==> src/sv/sblm_pkg.sv <==
package sblm_pkg;

   // Access kinds
   localparam logic [1:0] KIND_READ  = 2'd0;
   localparam logic [1:0] KIND_WRITE = 2'd1;
   localparam logic [1:0] KIND_CHR   = 2'd2;

   // Result targets
   localparam logic [2:0] TGT_PRG_ROM = 3'd0;
   localparam logic [2:0] TGT_PRG_RAM = 3'd1;
   localparam logic [2:0] TGT_CHR     = 3'd2;
   localparam logic [2:0] TGT_REG     = 3'd3;
   localparam logic [2:0] TGT_IGNORED = 3'd4;
   localparam logic [2:0] TGT_FAULT   = 3'd5;

   // Serial register selects (address bits 14..13)
   localparam logic [1:0] REG_CONTROL = 2'd0;
   localparam logic [1:0] REG_CHR_LO  = 2'd1;
   localparam logic [1:0] REG_CHR_HI  = 2'd2;
   localparam logic [1:0] REG_PRG     = 2'd3;

   // Configuration register indexes
   localparam logic CSR_PRG_ROM_BANKS = 1'b0;
   localparam logic CSR_PRG_RAM_MASK  = 1'b1;

   localparam int unsigned CSR_DATA_W = 13;

   // Mapper constants
   localparam logic [31:0] MIN_WRITE_GAP  = 32'd2;
   localparam logic [2:0]  SHIFT_LEN      = 3'd5;
   localparam logic [4:0]  MAX_ROM_BANKS  = 5'd16;
   localparam logic [15:0] ADDR_RAM_BASE  = 16'h6000;
   localparam logic [15:0] ADDR_CHR_LIMIT = 16'h2000;
   localparam logic [1:0]  PRG_MODE_FIRST = 2'd2;
   localparam logic [1:0]  PRG_MODE_LAST  = 2'd3;

   typedef struct packed {
      logic [1:0]  kind;
      logic [15:0] addr;
      logic [7:0]  data;
      logic [31:0] cycle;
   } item_type;

   typedef struct packed {
      logic [2:0]  target;
      logic [17:0] offset;
      logic [1:0]  mirroring;
   } result_type;

   typedef struct packed {
      logic [4:0]  shifter;
      logic [2:0]  shift_count;
      logic [31:0] last_write;
      logic [1:0]  mirror_mode;
      logic [1:0]  prg_mode;
      logic        chr_mode_4k;
      logic [3:0]  prg_bank_reg;
      logic [4:0]  chr_bank_lo;
      logic [4:0]  chr_bank_hi;
   } state_type;

   typedef struct packed {
      logic [4:0]  prg_rom_banks;
      logic [12:0] prg_ram_mask;
   } cfg_type;

endpackage

==> src/sv/sblm_state.sv <==
module sblm_state (
   input  logic                                clock,
   input  logic                                reset,
   input  logic                                update,
   input  sblm_pkg::state_type                 state_next,
   input  logic                                csr_wen,
   input  logic                                csr_index,
   input  logic [sblm_pkg::CSR_DATA_W-1:0]     csr_wdata,
   output sblm_pkg::state_type                 state,
   output sblm_pkg::cfg_type                   cfg
);
   import sblm_pkg::*;

   state_type state_ff;
   state_type state_in;
   cfg_type   cfg_ff;
   cfg_type   cfg_in;

   // Take the decoded state when an item leaves the input stage
   always_comb begin
      state_in = update ? state_next : state_ff;
   end

   // Apply configuration writes
   always_comb begin
      cfg_in = cfg_ff;
      if (csr_wen) begin
         case (csr_index)
            CSR_PRG_ROM_BANKS: cfg_in.prg_rom_banks = csr_wdata[4:0];
            CSR_PRG_RAM_MASK:  cfg_in.prg_ram_mask  = csr_wdata;
            default:           cfg_in = cfg_ff;
         endcase
      end
   end

   always_ff @(posedge clock) begin
      if (reset) begin
         state_ff.shifter      <= '0;
         state_ff.shift_count  <= '0;
         state_ff.last_write   <= '0;
         state_ff.mirror_mode  <= '0;
         state_ff.prg_mode     <= PRG_MODE_LAST;
         state_ff.chr_mode_4k  <= 1'b1;
         state_ff.prg_bank_reg <= '0;
         state_ff.chr_bank_lo  <= '0;
         state_ff.chr_bank_hi  <= '0;
         cfg_ff.prg_rom_banks  <= MAX_ROM_BANKS;
         cfg_ff.prg_ram_mask   <= '1;
      end else begin
         state_ff <= state_in;
         cfg_ff   <= cfg_in;
      end
   end

   assign state = state_ff;
   assign cfg   = cfg_ff;

endmodule

==> src/sv/sblm_decode.sv <==
module sblm_decode (
   input  sblm_pkg::item_type    item,
   input  sblm_pkg::state_type   state,
   input  sblm_pkg::cfg_type     cfg,
   output sblm_pkg::result_type  result,
   output sblm_pkg::state_type   state_next
);
   import sblm_pkg::*;

   logic [4:0]  bank_count;
   logic [3:0]  rom_bank;
   logic        upper;
   logic [31:0] gap;
   logic [4:0]  shift_new;
   logic [2:0]  count_new;

   // Clamp the ROM size to 1..16 banks
   always_comb begin
      if (cfg.prg_rom_banks == 5'd0) begin
         bank_count = 5'd1;
      end else if (cfg.prg_rom_banks > MAX_ROM_BANKS) begin
         bank_count = MAX_ROM_BANKS;
      end else begin
         bank_count = cfg.prg_rom_banks;
      end
   end

   // Pick the 16 KiB bank for the addressed half of the ROM window
   always_comb begin
      upper = item.addr[14];
      case (state.prg_mode)
         PRG_MODE_FIRST: rom_bank = upper ? state.prg_bank_reg : 4'd0;
         PRG_MODE_LAST:  rom_bank = upper ? 4'(bank_count - 5'd1) : state.prg_bank_reg;
         default:        rom_bank = {state.prg_bank_reg[3:1], upper};
      endcase
   end

   assign gap       = item.cycle - state.last_write;
   assign shift_new = {item.data[0], state.shifter[4:1]};
   assign count_new = state.shift_count + 3'd1;

   // Decode one item and work out the state it leaves
   always_comb begin
      result.target    = TGT_FAULT;
      result.offset    = '0;
      state_next       = state;
      case (item.kind)
         KIND_READ, KIND_WRITE: begin
            if (item.addr < ADDR_RAM_BASE) begin
               result.target = TGT_FAULT;
            end else if (!item.addr[15]) begin
               result.target = TGT_PRG_RAM;
               result.offset = {5'd0, item.addr[12:0] & cfg.prg_ram_mask};
            end else if (item.kind == KIND_READ) begin
               if ({1'b0, rom_bank} >= bank_count) begin
                  result.target = TGT_FAULT;
               end else begin
                  result.target = TGT_PRG_ROM;
                  result.offset = {rom_bank, item.addr[13:0]};
               end
            end else if (gap < MIN_WRITE_GAP) begin
               result.target = TGT_IGNORED;
            end else begin
               result.target         = TGT_REG;
               state_next.last_write = item.cycle;
               if (item.data[7]) begin
                  state_next.shifter     = '0;
                  state_next.shift_count = '0;
                  state_next.prg_mode    = PRG_MODE_LAST;
               end else if (count_new >= SHIFT_LEN) begin
                  // Fifth bit: commit to the register picked by the address
                  case (item.addr[14:13])
                     REG_CONTROL: begin
                        state_next.mirror_mode = shift_new[1:0];
                        state_next.prg_mode    = shift_new[3:2];
                        state_next.chr_mode_4k = shift_new[4];
                     end
                     REG_CHR_LO: state_next.chr_bank_lo  = shift_new;
                     REG_CHR_HI: state_next.chr_bank_hi  = shift_new;
                     default:    state_next.prg_bank_reg = shift_new[3:0];
                  endcase
                  state_next.shifter     = '0;
                  state_next.shift_count = '0;
               end else begin
                  state_next.shifter     = shift_new;
                  state_next.shift_count = count_new;
               end
            end
         end
         KIND_CHR: begin
            if (item.addr < ADDR_CHR_LIMIT) begin
               result.target = TGT_CHR;
               if (!state.chr_mode_4k) begin
                  result.offset = {1'b0, state.chr_bank_lo[4:1], item.addr[12:0]};
               end else if (!item.addr[12]) begin
                  result.offset = {1'b0, state.chr_bank_lo, item.addr[11:0]};
               end else begin
                  result.offset = {1'b0, state.chr_bank_hi, item.addr[11:0]};
               end
            end
         end
         default: begin
            result.target = TGT_FAULT;
         end
      endcase
      result.mirroring = state_next.mirror_mode;
   end

endmodule

==> src/sv/serial_loaded_bank_mapper_top.sv <==
// Channel   Direction  Signals
// req       in         req_valid, req_ready, req_kind, req_addr, req_data, req_cycle
// rsp       out        rsp_valid, rsp_ready, rsp_target, rsp_offset, rsp_mirroring
// csr       in         csr_wen, csr_index, csr_wdata
//
// One item per cycle unless a result stalls; items go from input to result register.
// The input register feeds the decode logic, which updates the mapper state and
// loads the result register in the same cycle.
// Reset is synchronous; after reset the mapper is in last-bank-fixed mode.
// A stalled result holds in its register; an empty input register still takes an item.
module serial_loaded_bank_mapper_top (
   input  logic                            clock,
   input  logic                            reset,
   input  logic                            req_valid,
   output logic                            req_ready,
   input  logic [1:0]                      req_kind,
   input  logic [15:0]                     req_addr,
   input  logic [7:0]                      req_data,
   input  logic [31:0]                     req_cycle,
   output logic                            rsp_valid,
   input  logic                            rsp_ready,
   output logic [2:0]                      rsp_target,
   output logic [17:0]                     rsp_offset,
   output logic [1:0]                      rsp_mirroring,
   input  logic                            csr_wen,
   input  logic                            csr_index,
   input  logic [sblm_pkg::CSR_DATA_W-1:0] csr_wdata
);
   import sblm_pkg::*;

   item_type   in_ff;
   item_type   in_in;
   logic       in_valid_ff;
   logic       in_valid_in;
   result_type out_ff;
   result_type out_in;
   logic       out_valid_ff;
   logic       out_valid_in;
   logic       advance;
   state_type  state;
   state_type  state_next;
   cfg_type    cfg;
   result_type result;

   // Move the held item into the result register when there is room
   assign advance   = in_valid_ff & (~out_valid_ff | rsp_ready);
   assign req_ready = ~in_valid_ff | advance;

   always_comb begin
      in_in       = in_ff;
      in_valid_in = in_valid_ff;
      if (advance) begin
         in_valid_in = 1'b0;
      end
      if (req_valid && req_ready) begin
         in_in       = '{kind: req_kind, addr: req_addr, data: req_data, cycle: req_cycle};
         in_valid_in = 1'b1;
      end
   end

   always_comb begin
      out_in       = out_ff;
      out_valid_in = out_valid_ff;
      if (out_valid_ff && rsp_ready) begin
         out_valid_in = 1'b0;
      end
      if (advance) begin
         out_in       = result;
         out_valid_in = 1'b1;
      end
   end

   always_ff @(posedge clock) begin
      if (reset) begin
         in_valid_ff  <= 1'b0;
         out_valid_ff <= 1'b0;
      end else begin
         in_valid_ff  <= in_valid_in;
         out_valid_ff <= out_valid_in;
      end
   end

   always_ff @(posedge clock) begin
      in_ff  <= in_in;
      out_ff <= out_in;
   end

   sblm_decode u_decode (
      .item       (in_ff),
      .state      (state),
      .cfg        (cfg),
      .result     (result),
      .state_next (state_next)
   );

   sblm_state u_state (
      .clock      (clock),
      .reset      (reset),
      .update     (advance),
      .state_next (state_next),
      .csr_wen    (csr_wen),
      .csr_index  (csr_index),
      .csr_wdata  (csr_wdata),
      .state      (state),
      .cfg        (cfg)
   );

   assign rsp_valid     = out_valid_ff;
   assign rsp_target    = out_ff.target;
   assign rsp_offset    = out_ff.offset;
   assign rsp_mirroring = out_ff.mirroring;

endmodule

==> config.mk <==
export PLATFORM = sky130hd
export DESIGN_NAME = serial_loaded_bank_mapper_top
export DESIGN_NICKNAME = d
export VERILOG_FILES = /design/src/sv/sblm_pkg.sv /design/src/sv/sblm_state.sv /design/src/sv/sblm_decode.sv /design/src/sv/serial_loaded_bank_mapper_top.sv
export SDC_FILE = /design/constraint.sdc
export NUM_CORES = 1
export LEC_CHECK = 0
export ABC_AREA = 1
export BUFFER_PORTS_ARGS = -buffer_cell sky130_fd_sc_hd__buf_2
export CAP_MARGIN = 10
export CORE_ASPECT_RATIO = 1.4
export CORE_MARGIN = 2
export CORE_UTILIZATION = 45
export CTS_CLUSTER_DIAMETER = 120
export DETAILED_ROUTE_END_ITERATION = 10
export HOLD_SLACK_MARGIN = 0.08
export PLACE_DENSITY = 0.66
export SLEW_MARGIN = 20
export SYNTH_ARGS = -nofsm -noshare
export SYNTH_HDL_FRONTEND = slang
export SYNTH_SLANG_ARGS = --single-unit
export TNS_END_PERCENT = 50
==> constraint.sdc <==
create_clock -name clock -period 2.92 [get_ports clock]
set_input_delay 0.292 -clock clock [delete_from_list [all_inputs] [get_ports clock]]
set_output_delay 0.292 -clock clock [all_outputs]
set_load 0.05 [all_outputs]
==> results.py, run 1 <==
metrics = {
    "layout": {
        "fillerInstances": 1737,
        "mostFrequentLayoutCells": "353 x nand2_1, 196 x inv_1, 164 x nor2_1, 95 x buf_2, 77 x dfxtp_1",
        "syn2layout_area_growth_pct": 37.64,
        "fin_util": 0.6280,
        "antennaDiodeCount": 0,
        "nets": 1579,
        "sequential_cell_area_sq_um": 3815,
        "multiInputGateArea_sq_um": 4637,
        "layout_commonest_cell": "nand2_1",
        "layout.cells.non_filler": 1726,
        "drive_gt1_frac": 0.2287,
    },
    "sta": {
        "layout_setup_ws_ns": -0.005487,
        "fin_tns_setup_ns": -0.005487,
        "grt_setup_unrepaired": "yes",
        "fin_crit_ns": 2.925,
        "hold_viol": 0,
        "max_freq_mhz": 341.8,
        "post-route-period-util": 1.002,
        "worst_pin_slew_ns": 0.6568,
        "fin_skew_ns": 0.01651,
        "slew-limit-headroom": 0.5615,
        "whs_ns": 0.1033,
        "setup-violations-final": 1,
        "report.final.slew_viol_count": 0,
    },
    "floorplanning": {
        "dieArea_sq_um": 20480,
        "die_w_microns": 121.5,
        "pin_count": 102,
        "die_h_microns": 168.5,
        "core-area_sq_um": 19070,
        "fp-row-count": 60,
        "start_util": 0.4562,
    },
    "place": {
        "dp_hpwl_microns": 16610,
        "portBuffers": 95,
        "place_congestion": 0.9164,
        "place_inst": 1612,
    },
    "pwr": {
        "leakagePower_nw": 5.845,
        "ir_drop_mv": 0.3774,
        "power_density_nw_per_um2": 474.4,
        "total_power_mw": 5.680,
    },
    "grt": {
        "grt_pass1_vias": 8022,
        "antenna_found_initial": 0,
        "grtUsageTotal": 0.2259,
        "grt_overflow_total": 0,
        "grt_max_degree": 35,
        "grt_pass1_wl_microns": 36560,
    },
    "detailed_routing": {
        "vias_per_cell": 4.916,
        "firstDrtPassIters": 5,
        "vias": 8485,
        "wl_microns": 23980,
        "wire_per_inst_microns": 13.90,
        "drt-initial-drc-count": 395,
        "drc": 0,
        "antenna_left": 0,
    },
    "clock_network": {
        "path_clk_slew_ns": 0.07,
        "cts_root_buffer": "clkbuf_16",
        "clockBufferDepth": 2,
        "cts_tree": "built",
        "cts.sinks": 153,
        "cts_made_buffers": 17,
        "htreeDepth": 4,
        "clkLatencyLatePin_ns": 0.43,
    },
    "worst_setup_path": {
        "max_stage_delay_ns": 0.34,
        "crit_top_cell": "o21a_1",
        "start_kind": "flop",
        "crit_chain": "nor4_4, o21a_1, a21oi_1, o32a_1, inv_1, ha_1, o21a_1, o21a_1, o21ai_2, a21oi_2, nor3_2, clkinv_2, buf_6, nand2_1, a21oi_1",
        "slowest_stage": "dfxtp_2",
        "cp.required_ns": 3.08,
        "path_buf_inv": 3,
        "crit_path_end_kind": "flop",
        "cp.arrival_ns": 3.08,
        "worst-setup-path-type": "reg2reg",
        "cp_top_family": "compound AO/OA/AOI/OAI gates",
        "critPathMaxFanout": 7,
    },
    "synth": {
        "ys_seq_area_frac": 0.4384,
        "ys_warn_count": 0,
        "synthDistinctLibCells": 37,
        "syn_area_sq_um": 8700,
        "synth.avg_cell_area_sq_um": 7.016,
        "ys_seq_elements": 153,
        "netlist_instances": 1240,
        "synth.net_count": 1354,
    },
    "job": {
        "cap_violations": 0,
    },
    "min_path": {
        "hold_path_class": "in2reg",
    },
    "run_status": {
        "violations": "negative setup slack",
        "outcome": "finished, violations left",
    },
}
sequential cells by signal, indices dropped and copies added (netlist names):
register / flops
u_state.state: 58
u_state.cfg: 18
rsp_target: 3
in_ff: 52
rsp_valid: 1
in_valid_ff: 1
rsp_offset: 18
rsp_mirroring: 2
path summary, 6_finish.rpt:
check / startpoint / end / slack, ns / depth (start not counted)
worst max-delay path: u_state.cfg[16]$_SDFFE_PP0P_ / rsp_target[2]$_DFFE_PP_ / -0.005 / 15
worst min-delay path: csr_wdata[2] / u_state.cfg[2]$_SDFFE_PP1P_ / 0.10 / 3
worst max register to register: u_state.cfg[16]$_SDFFE_PP0P_ / rsp_target[2]$_DFFE_PP_ / -0.005 / 15
worst min register to register: u_state.cfg[2]$_SDFFE_PP1P_ / u_state.cfg[2]$_SDFFE_PP1P_ / 0.47 / 2
cell usage after synthesis:
library cell  number  area (sq um)
a31oi_1           12         75.07
dfxtp_1           78          1562
xor2_1             2         17.52
o21a_1             3         22.52
clkinv_1           3         11.26
inv_1            202         758.2
o21ai_0           27         135.1
o211ai_1           3         22.52
a21o_1             1         7.510
ha_1              36         450.4
buf_1              3         11.26
nor3_1            11         55.05
nand4_1           18         112.6
o32a_1             1         10.01
nor4_1             4         25.02
nand2_1          417          1565
o21bai_1           7         52.55
and2_1             1         6.260
o311ai_0           1         8.760
edfxtp_1          75          2252
xnor2_1            4         35.03
nor3_2             1         10.01
inv_2              2         7.510
a21oi_1           38         190.2
fa_1               1         20.02
buf_2              5         25.02
a21oi_2            1         8.760
nand3b_1           6         45.04
buf_6              3         33.78
nand2_2            1         6.260
o31ai_1            2         15.01
nand4_4            1         21.27
nor2_2             3         18.77
nor2_1           177         664.4
clkbuf_1          13         48.80
a22o_1             1         8.760
nand3_1           76         380.4
per-stage QoR:
step	worst slack, ns	instance area (sq um)
after detailed placement	-0.1233	9802
after global placement	-0.08165	9802
final	-0.005487	11970
after floorplan	0.08026	8700
after CTS	0.008999	11090
after global routing	-0.2414	11970
cell type report:
type,count,area share
tap,248,0.02591
clock buffer,17,0.03553
sequential,153,0.3186
timing repair buffer,230,0.1552
inverter,207,0.06499
multi-input combinational,856,0.3873
clock inverter,15,0.01254
kinds of logic after synthesis:
kind of cell	share of synthesized area
AOI/OAI and AO/OA	0.06400
adders and majority gates	0.05408
buffers and inverters	0.1030
DFF	0.4384
xor gates and xnor gates	0.006041
and+or+nand+nor	0.3345
timing repair:
item | 4_1_cts | 5_1_grt
gates cloned | 0 | 9
setup endpoints to repair | 75 | 80
gates resized for setup | 13 | 154
buffers inserted | 0 | 10
hold buffers | 63 | 0
pin swaps | 1 | 34
endpoints found under the hold margin | 63 | 0
where the power goes:
part / switching, mW / leakage [nW] / internal, mW
Clock: 0.963 / 0.283 / 1.20
Sequential: 0.0577 / 1.36 / 2.36
Combinational: 0.646 / 4.20 / 0.451
Total: 1.67 / 5.84 / 4.01
layer usage:
| metal | vias to the layer above | wire length [microns] | track usage |
|---|---|---|---|
| li1 | 4356 | - | - |
| met1 | 3896 | 9405 | 0.2376 |
| met2 | 178 | 13150 | 0.4355 |
| met3 | 55 | 715 | 0.03538 |
| met4 | 0 | 709 | 0.09795 |
| met5 | - | 0 | 0 |
worst register-to-register path, delay by kind of cell (launching register included):
| family | cells | cell delay (ns) |
|---|---|---|
| and+or+nand+nor | 3 | 0.59 |
| adders and majority gates | 1 | 0.21 |
| DFF | 1 | 0.34 |
| AOI/OAI and AO/OA | 8 | 1.17 |
| buffers and inverters | 3 | 0.34 |
No activity file was read; power rests on OpenSTA's default activity.
==> run 2: changes to the inputs <==
--- a/config.mk
+++ b/config.mk
@@ -6,15 +6,16 @@
 export NUM_CORES = 1
 export LEC_CHECK = 0
 export ABC_AREA = 1
+export ABC_CLOCK_PERIOD_IN_PS = 2920
 export BUFFER_PORTS_ARGS = -buffer_cell sky130_fd_sc_hd__buf_2
 export CAP_MARGIN = 10
 export CORE_ASPECT_RATIO = 1.4
 export CORE_MARGIN = 2
-export CORE_UTILIZATION = 45
+export CORE_UTILIZATION = 53
 export CTS_CLUSTER_DIAMETER = 120
 export DETAILED_ROUTE_END_ITERATION = 10
 export HOLD_SLACK_MARGIN = 0.08
-export PLACE_DENSITY = 0.66
+export PLACE_DENSITY = 0.75
 export SLEW_MARGIN = 20
 export SYNTH_ARGS = -nofsm -noshare
 export SYNTH_HDL_FRONTEND = slang
==> run 2 against run 1 <==
Against the previous run:
- the flow still finishes with violations (negative setup slack)
- die area shrank 15%
- global-route usage grew 3.6 points
- sequential power is essentially flat
- setup slack lost 0.020 ns
- non-clock buffer count shrank 11
- hold slack lost 0.0061 ns
- combinational power is essentially flat
- count of clock-buffer cells in the layout grew 2
- first-iteration DRC count grew 33%
==> results.py, run 2 (synthesized netlist as in run 1, its figures left out) <==
metrics = {
    "run_status": {
        "outcome": "finished, violations left",
        "violations": "negative setup slack",
    },
    "detailed_routing": {
        "wire_per_inst_microns": 14.74,
        "vias_per_cell": 5.197,
        "antenna_left": 0,
        "drc": 0,
        "vias": 8659,
        "drt-initial-drc-count": 526,
        "firstDrtPassIters": 7,
        "wl_microns": 24560,
    },
    "worst_setup_path": {
        "worst-setup-path-type": "reg2reg",
        "start_kind": "flop",
        "cp.required_ns": 3.24,
        "ff2ff_path_depth": 20,
        "cp.arrival_ns": 3.26,
        "cp_top_family": "simple AND/OR/NAND/NOR gates",
        "path_buf_inv": 3,
        "path_depth": 20,
        "critPathMaxFanout": 8,
        "max_stage_delay_ns": 0.47,
        "r2r_slack_ns": -0.03,
        "r2r_start": "in_ff[12]$_DFFE_PP_",
        "crit_path_end_kind": "flop",
        "crit_chain": "ha_4, nand2_1, nor2_1, inv_1, nor3_2, nand2_2, nand2_2, nand2_1, a21oi_1, nand2_1, nor2_2, nand2_2, nor2_4, nand2_4, nand4_4, buf_12, buf_12, nand2_2, nand2_1, nor2_1",
        "slowest_stage": "edfxtp_1",
        "rr_endpoint": "u_state.state[35]$_SDFFE_PP0P_",
    },
    "sta": {
        "grt_setup_unrepaired": "yes",
        "fin_skew_ns": 0.01477,
        "worst_pin_slew_ns": 0.7912,
        "slew-limit-headroom": 0.4726,
        "fin_crit_ns": 2.945,
        "report.final.slew_viol_count": 0,
        "setup-violations-final": 17,
        "max_freq_mhz": 339.5,
        "layout_setup_ws_ns": -0.02518,
        "hold_viol": 0,
        "post-route-period-util": 1.009,
    },
    "pwr": {
        "ir_drop_mv": 0.4388,
        "leakagePower_nw": 5.766,
        "power_density_nw_per_um2": 481.8,
    },
    "grt": {
        "grt_pass1_vias": 8031,
        "grt_pass1_wl_microns": 36980,
        "grtUsageTotal": 0.2619,
        "grt_overflow_total": 0,
        "antenna_found_initial": 0,
        "grt_max_degree": 44,
    },
    "place": {
        "dp_hpwl_microns": 15950,
        "portBuffers": 95,
        "placed_cell_area_sq_um": 9620,
        "place_inst": 1547,
        "place_congestion": 0.9031,
    },
    "job": {
        "cap_violations": 0,
    },
    "min_path": {
        "whs_endpoint": "u_state.cfg[2]$_SDFFE_PP1P_",
        "hold_path_class": "in2reg",
        "hp-start": "csr_wdata[2]",
        "hold_depth": 3,
    },
    "floorplanning": {
        "die_h_microns": 155.6,
        "die_w_microns": 112.3,
        "fp-row-count": 55,
        "pin_count": 102,
        "dieArea_sq_um": 17470,
        "start_util": 0.5402,
        "core-area_sq_um": 16100,
    },
    "layout": {
        "drive_gt1_frac": 0.2215,
        "layout.cells.non_filler": 1666,
        "multiInputGateArea_sq_um": 4623,
        "fillerInstances": 1228,
        "layout_commonest_cell": "nand2_1",
        "largest_reg_flops": 58,
        "antennaDiodeCount": 0,
        "final_area_sq_um": 11780,
        "syn2layout_area_growth_pct": 35.41,
        "mostFrequentLayoutCells": "375 x nand2_1, 198 x inv_1, 156 x nor2_1, 95 x buf_2, 77 x dfxtp_1",
        "sequential_cell_area_sq_um": 3815,
        "nets": 1568,
    },
    "clock_network": {
        "htreeDepth": 4,
        "clkLatencyLatePin_ns": 0.43,
        "cts_root_buffer": "clkbuf_16",
        "path_clk_slew_ns": 0.07,
        "cts_made_buffers": 17,
        "cts_tree": "built",
        "clockBufferDepth": 2,
        "cts.sinks": 153,
    },
}
[run 2: cell types whose count changed in the layout (fill, tap and decap cells not counted), moves of 6 or more]
cell	previous run	this run
buf_4	53	47
nand2_1	353	375
nand2_2	51	35
nand2_4	14	8
nor2_1	164	156
nor2_4	2	8
[run 2: worst max path at each step]
stage	from	end
after global placement	u_state.cfg[13]$_SDFFE_PP0P_	rsp_offset[15]$_DFFE_PP_
final	in_ff[12]$_DFFE_PP_	u_state.state[35]$_SDFFE_PP0P_
after CTS	u_state.cfg[13]$_SDFFE_PP0P_	rsp_offset[11]$_DFFE_PP_
after global routing	in_ff[3]$_DFFE_PP_	u_state.state[1]$_SDFFE_PP0P_
after floorplan	in_ff[54]$_DFFE_PP_	rsp_offset[10]$_DFFE_PP_
after detailed placement	u_state.cfg[13]$_SDFFE_PP0P_	rsp_offset[6]$_DFFE_PP_
[run 2: final cells by class]
type                    count  area share
multi-input cells         856      0.3925
flip-flops and latches    153      0.3238
repair buffers            219      0.1466
inverters                 207     0.06607
clock buffers              19     0.03941
well taps                 199     0.02114
clock inverters            13     0.01052
[run 2: worst register-to-register path, cell delays in order, from the launching register on]
cell and delay (ns):
edfxtp_1 0.47, ha_4 0.33, nand2_1 0.10, nor2_1 0.17
inv_1 0.11, nor3_2 0.13, nand2_2 0.09, nand2_2 0.12
nand2_1 0.07, a21oi_1 0.13, nand2_1 0.08, nor2_2 0.13
nand2_2 0.08, nor2_4 0.16, nand2_4 0.09, nand4_4 0.12
buf_12 0.15, buf_12 0.14, nand2_2 0.05, nand2_1 0.05
nor2_1 0.06
[run 2: through the flow]
step | hold slack (ns) | setup WS (ns) | util | setup TNS, ns | power (mW)
global placement | 0.4547 | -0.008324 | 0.5974 | -0.01636 | 3.297
CTS | 0.08396 | -0.002551 | 0.6855 | -0.002551 | 5.544
detailed placement | 0.4585 | -0.1063 | 0.5974 | -1.899 | 3.310
global route | 0.1016 | -0.2420 | 0.7315 | -11.46 | 5.901
finish | 0.09719 | -0.02518 | 0.7315 | -0.1840 | 5.675
floorplan | 0.3909 | 0.08026 | - | 0 | 3.044
[run 2: repair_timing]
action / 4_1_cts / 5_1_grt
endpoints found under the setup margin: 59 / 81
resized for setup: 16 / 143
pin swaps: 1 / 52
buffers inserted: 5 / 15
hold endpoints to repair: 61 / 0
hold buffers: 61 / 0
gates cloned: 2 / 6
[run 2: per-layer routing]
metal	part of all wire	track usage
met5	0	0
met4	0.031	0.1039
met3	0.049	0.03924
met2	0.54	0.4968
met1	0.38	0.2912
[run 2: report_power, final]
part / switching (mW) / internal (mW) / leakage, nW
Sequential: 0.0625 / 2.36 / 1.36
Clock: 0.969 / 1.20 / 0.289
Combinational: 0.655 / 0.431 / 4.12
Total: 1.69 / 3.99 / 5.77
==> run 3: changes to the inputs <==
--- a/config.mk
+++ b/config.mk
@@ -14,7 +14,7 @@
 export CORE_UTILIZATION = 53
 export CTS_CLUSTER_DIAMETER = 120
 export DETAILED_ROUTE_END_ITERATION = 10
-export HOLD_SLACK_MARGIN = 0.08
+export HOLD_SLACK_MARGIN = 0.15
 export PLACE_DENSITY = 0.75
 export SLEW_MARGIN = 20
 export SYNTH_ARGS = -nofsm -noshare
==> run 3 against run 2 <==
Against the previous run:
- the flow still finishes with violations (negative setup slack)
- hold slack gained 0.062 ns
- combinational power is essentially flat
- sequential share of layout area shrank 0.11 points
- count of clock-buffer cells in the layout is the same
- clock power is essentially flat
- core utilization grew 0.25 points
- register-to-register slack is essentially flat
- via count grew 0.42%
- critical path depth is the same
- largest cell class unchanged
- flip-flop and latch count is the same
==> results.py, run 3 (synthesized netlist as in run 1, its figures left out) <==
metrics = {
    "detailed_routing": {
        "vias_per_cell": 5.207,
        "drt-initial-drc-count": 593,
        "vias": 8695,
        "wire_per_inst_microns": 14.86,
        "antenna_left": 0,
        "wl_microns": 24820,
        "drc": 0,
        "firstDrtPassIters": 7,
    },
    "run_status": {
        "outcome": "finished, violations left",
        "violations": "negative setup slack",
    },
    "clock_network": {
        "cts_root_buffer": "clkbuf_16",
        "htreeDepth": 4,
        "clockBufferDepth": 2,
        "cts.sinks": 153,
        "clkLatencyLatePin_ns": 0.43,
        "path_clk_slew_ns": 0.07,
        "cts_tree": "built",
        "cts_made_buffers": 17,
    },
    "pwr": {
        "leakagePower_nw": 5.782,
        "total_power_mw": 5.685,
        "ir_drop_mv": 0.4429,
        "power_density_nw_per_um2": 481.0,
    },
    "floorplanning": {
        "core-area_sq_um": 16100,
        "fp-row-count": 55,
        "die_h_microns": 155.6,
        "dieArea_sq_um": 17470,
        "start_util": 0.5402,
        "die_w_microns": 112.3,
        "pin_count": 102,
    },
    "grt": {
        "grt_pass1_wl_microns": 37200,
        "grt_pass1_vias": 8056,
        "antenna_found_initial": 0,
        "grt_overflow_total": 0,
        "grtUsageTotal": 0.2636,
        "grt_max_degree": 44,
    },
    "layout": {
        "mostFrequentLayoutCells": "375 x nand2_1, 198 x inv_1, 156 x nor2_1, 95 x buf_2, 77 x dfxtp_1",
        "antennaDiodeCount": 0,
        "fillerInstances": 1219,
        "final_area_sq_um": 11820,
        "drive_gt1_frac": 0.2209,
        "syn2layout_area_growth_pct": 35.87,
        "sequential_cell_area_sq_um": 3815,
        "nets": 1572,
        "fin_util": 0.7340,
        "largest_reg_flops": 58,
        "multiInputGateArea_sq_um": 4623,
        "layout_commonest_cell": "nand2_1",
    },
    "sta": {
        "fin_crit_ns": 2.944,
        "worst_pin_slew_ns": 0.7928,
        "fin_skew_ns": 0.01573,
        "slew-limit-headroom": 0.4715,
        "hold_viol": 0,
        "report.final.slew_viol_count": 0,
        "post-route-period-util": 1.008,
        "layout_setup_ws_ns": -0.02389,
        "grt_setup_unrepaired": "yes",
        "max_freq_mhz": 339.7,
        "whs_ns": 0.1587,
        "setup-violations-final": 15,
    },
    "worst_setup_path": {
        "r2r_start": "in_ff[12]$_DFFE_PP_",
        "cp.required_ns": 3.24,
        "crit_path_end_kind": "flop",
        "critPathLaunch": "in_ff[12]$_DFFE_PP_",
        "r2r_slack_ns": -0.02,
        "critPathMaxFanout": 5,
        "cp.arrival_ns": 3.27,
        "worst-setup-path-type": "reg2reg",
        "start_kind": "flop",
    },
    "min_path": {
        "hold_path_class": "in2reg",
        "hp-start": "req_valid",
    },
    "place": {
        "preCtsSetupSlack_ns": -0.1063,
        "portBuffers": 95,
        "place_congestion": 0.9031,
        "placed_cell_area_sq_um": 9620,
        "dp_hpwl_microns": 15950,
    },
    "job": {
        "cap_violations": 0,
    },
}
==> run 3: layout make-up <==
cell class | instances | share of cell area
clock buffer | 19 | 0.03927
clock inverter | 13 | 0.01048
inverter | 207 | 0.06584
multi-input combinational | 856 | 0.3911
sequential | 153 | 0.3227
tap | 199 | 0.02106
timing repair buffer | 223 | 0.1495
==> run 3: per-stage QoR <==
step | cells | setup TNS (ns)
2_1_floorplan | 1240 | 0
3_3_place_gp | 1547 | -0.01636
3_5_place_dp | 1547 | -1.899
4_1_cts | 1651 | -0.002551
5_1_grt | 1670 | -11.46
6_report | 1670 | -0.1642
==> run 3: timing repair <==
item,in CTS,in global routing
gates resized for setup,16,143
pin swaps,1,52
endpoints found under the hold margin,69,0
cloned,2,6
buffers inserted,5,15
endpoints found under the setup margin,59,81
hold buffers,65,0
==> run 3: per-layer routing <==
metal  GRT usage  share of wire
met3     0.03924          0.040
met1      0.2936           0.39
met5           0              0
met4      0.1051          0.032
met2      0.4994           0.54
==> run 3: worst paths after layout <==
| check | end | cells past startpoint |
|---|---|---|
| setup / recovery | u_state.state[4]$_SDFFE_PP0P_ | 20 |
| hold / removal | in_valid_ff$_SDFFE_PP0P_ | 3 |
| setup reg to reg | u_state.state[4]$_SDFFE_PP0P_ | 20 |
| hold reg to reg | u_state.cfg[12]$_SDFFE_PP1P_ | 2 |
==> run 3: power by group <==
| part | leakage (nW) | switching [mW] | internal [mW] |
|---|---|---|---|
| logic | 4.13 | 0.658 | 0.434 |
| clock network | 0.289 | 0.972 | 1.20 |
| registers | 1.36 | 0.0627 | 2.36 |
==> run 3: critical path, cell delays in order, from the launching register on <==
cell,delay (ns)
edfxtp_1,0.47
ha_4,0.33
nand2_1,0.10
nor2_1,0.17
inv_1,0.11
nor3_2,0.13
nand2_2,0.09
nand2_2,0.12
nand2_1,0.07
a21oi_1,0.13
nand2_1,0.08
nor2_2,0.13
nand2_2,0.08
nor2_4,0.16
nand2_4,0.09
buf_6,0.13
nand4_1,0.14
buf_4,0.17
nand2_1,0.05
nand2_1,0.05
nor2_1,0.05
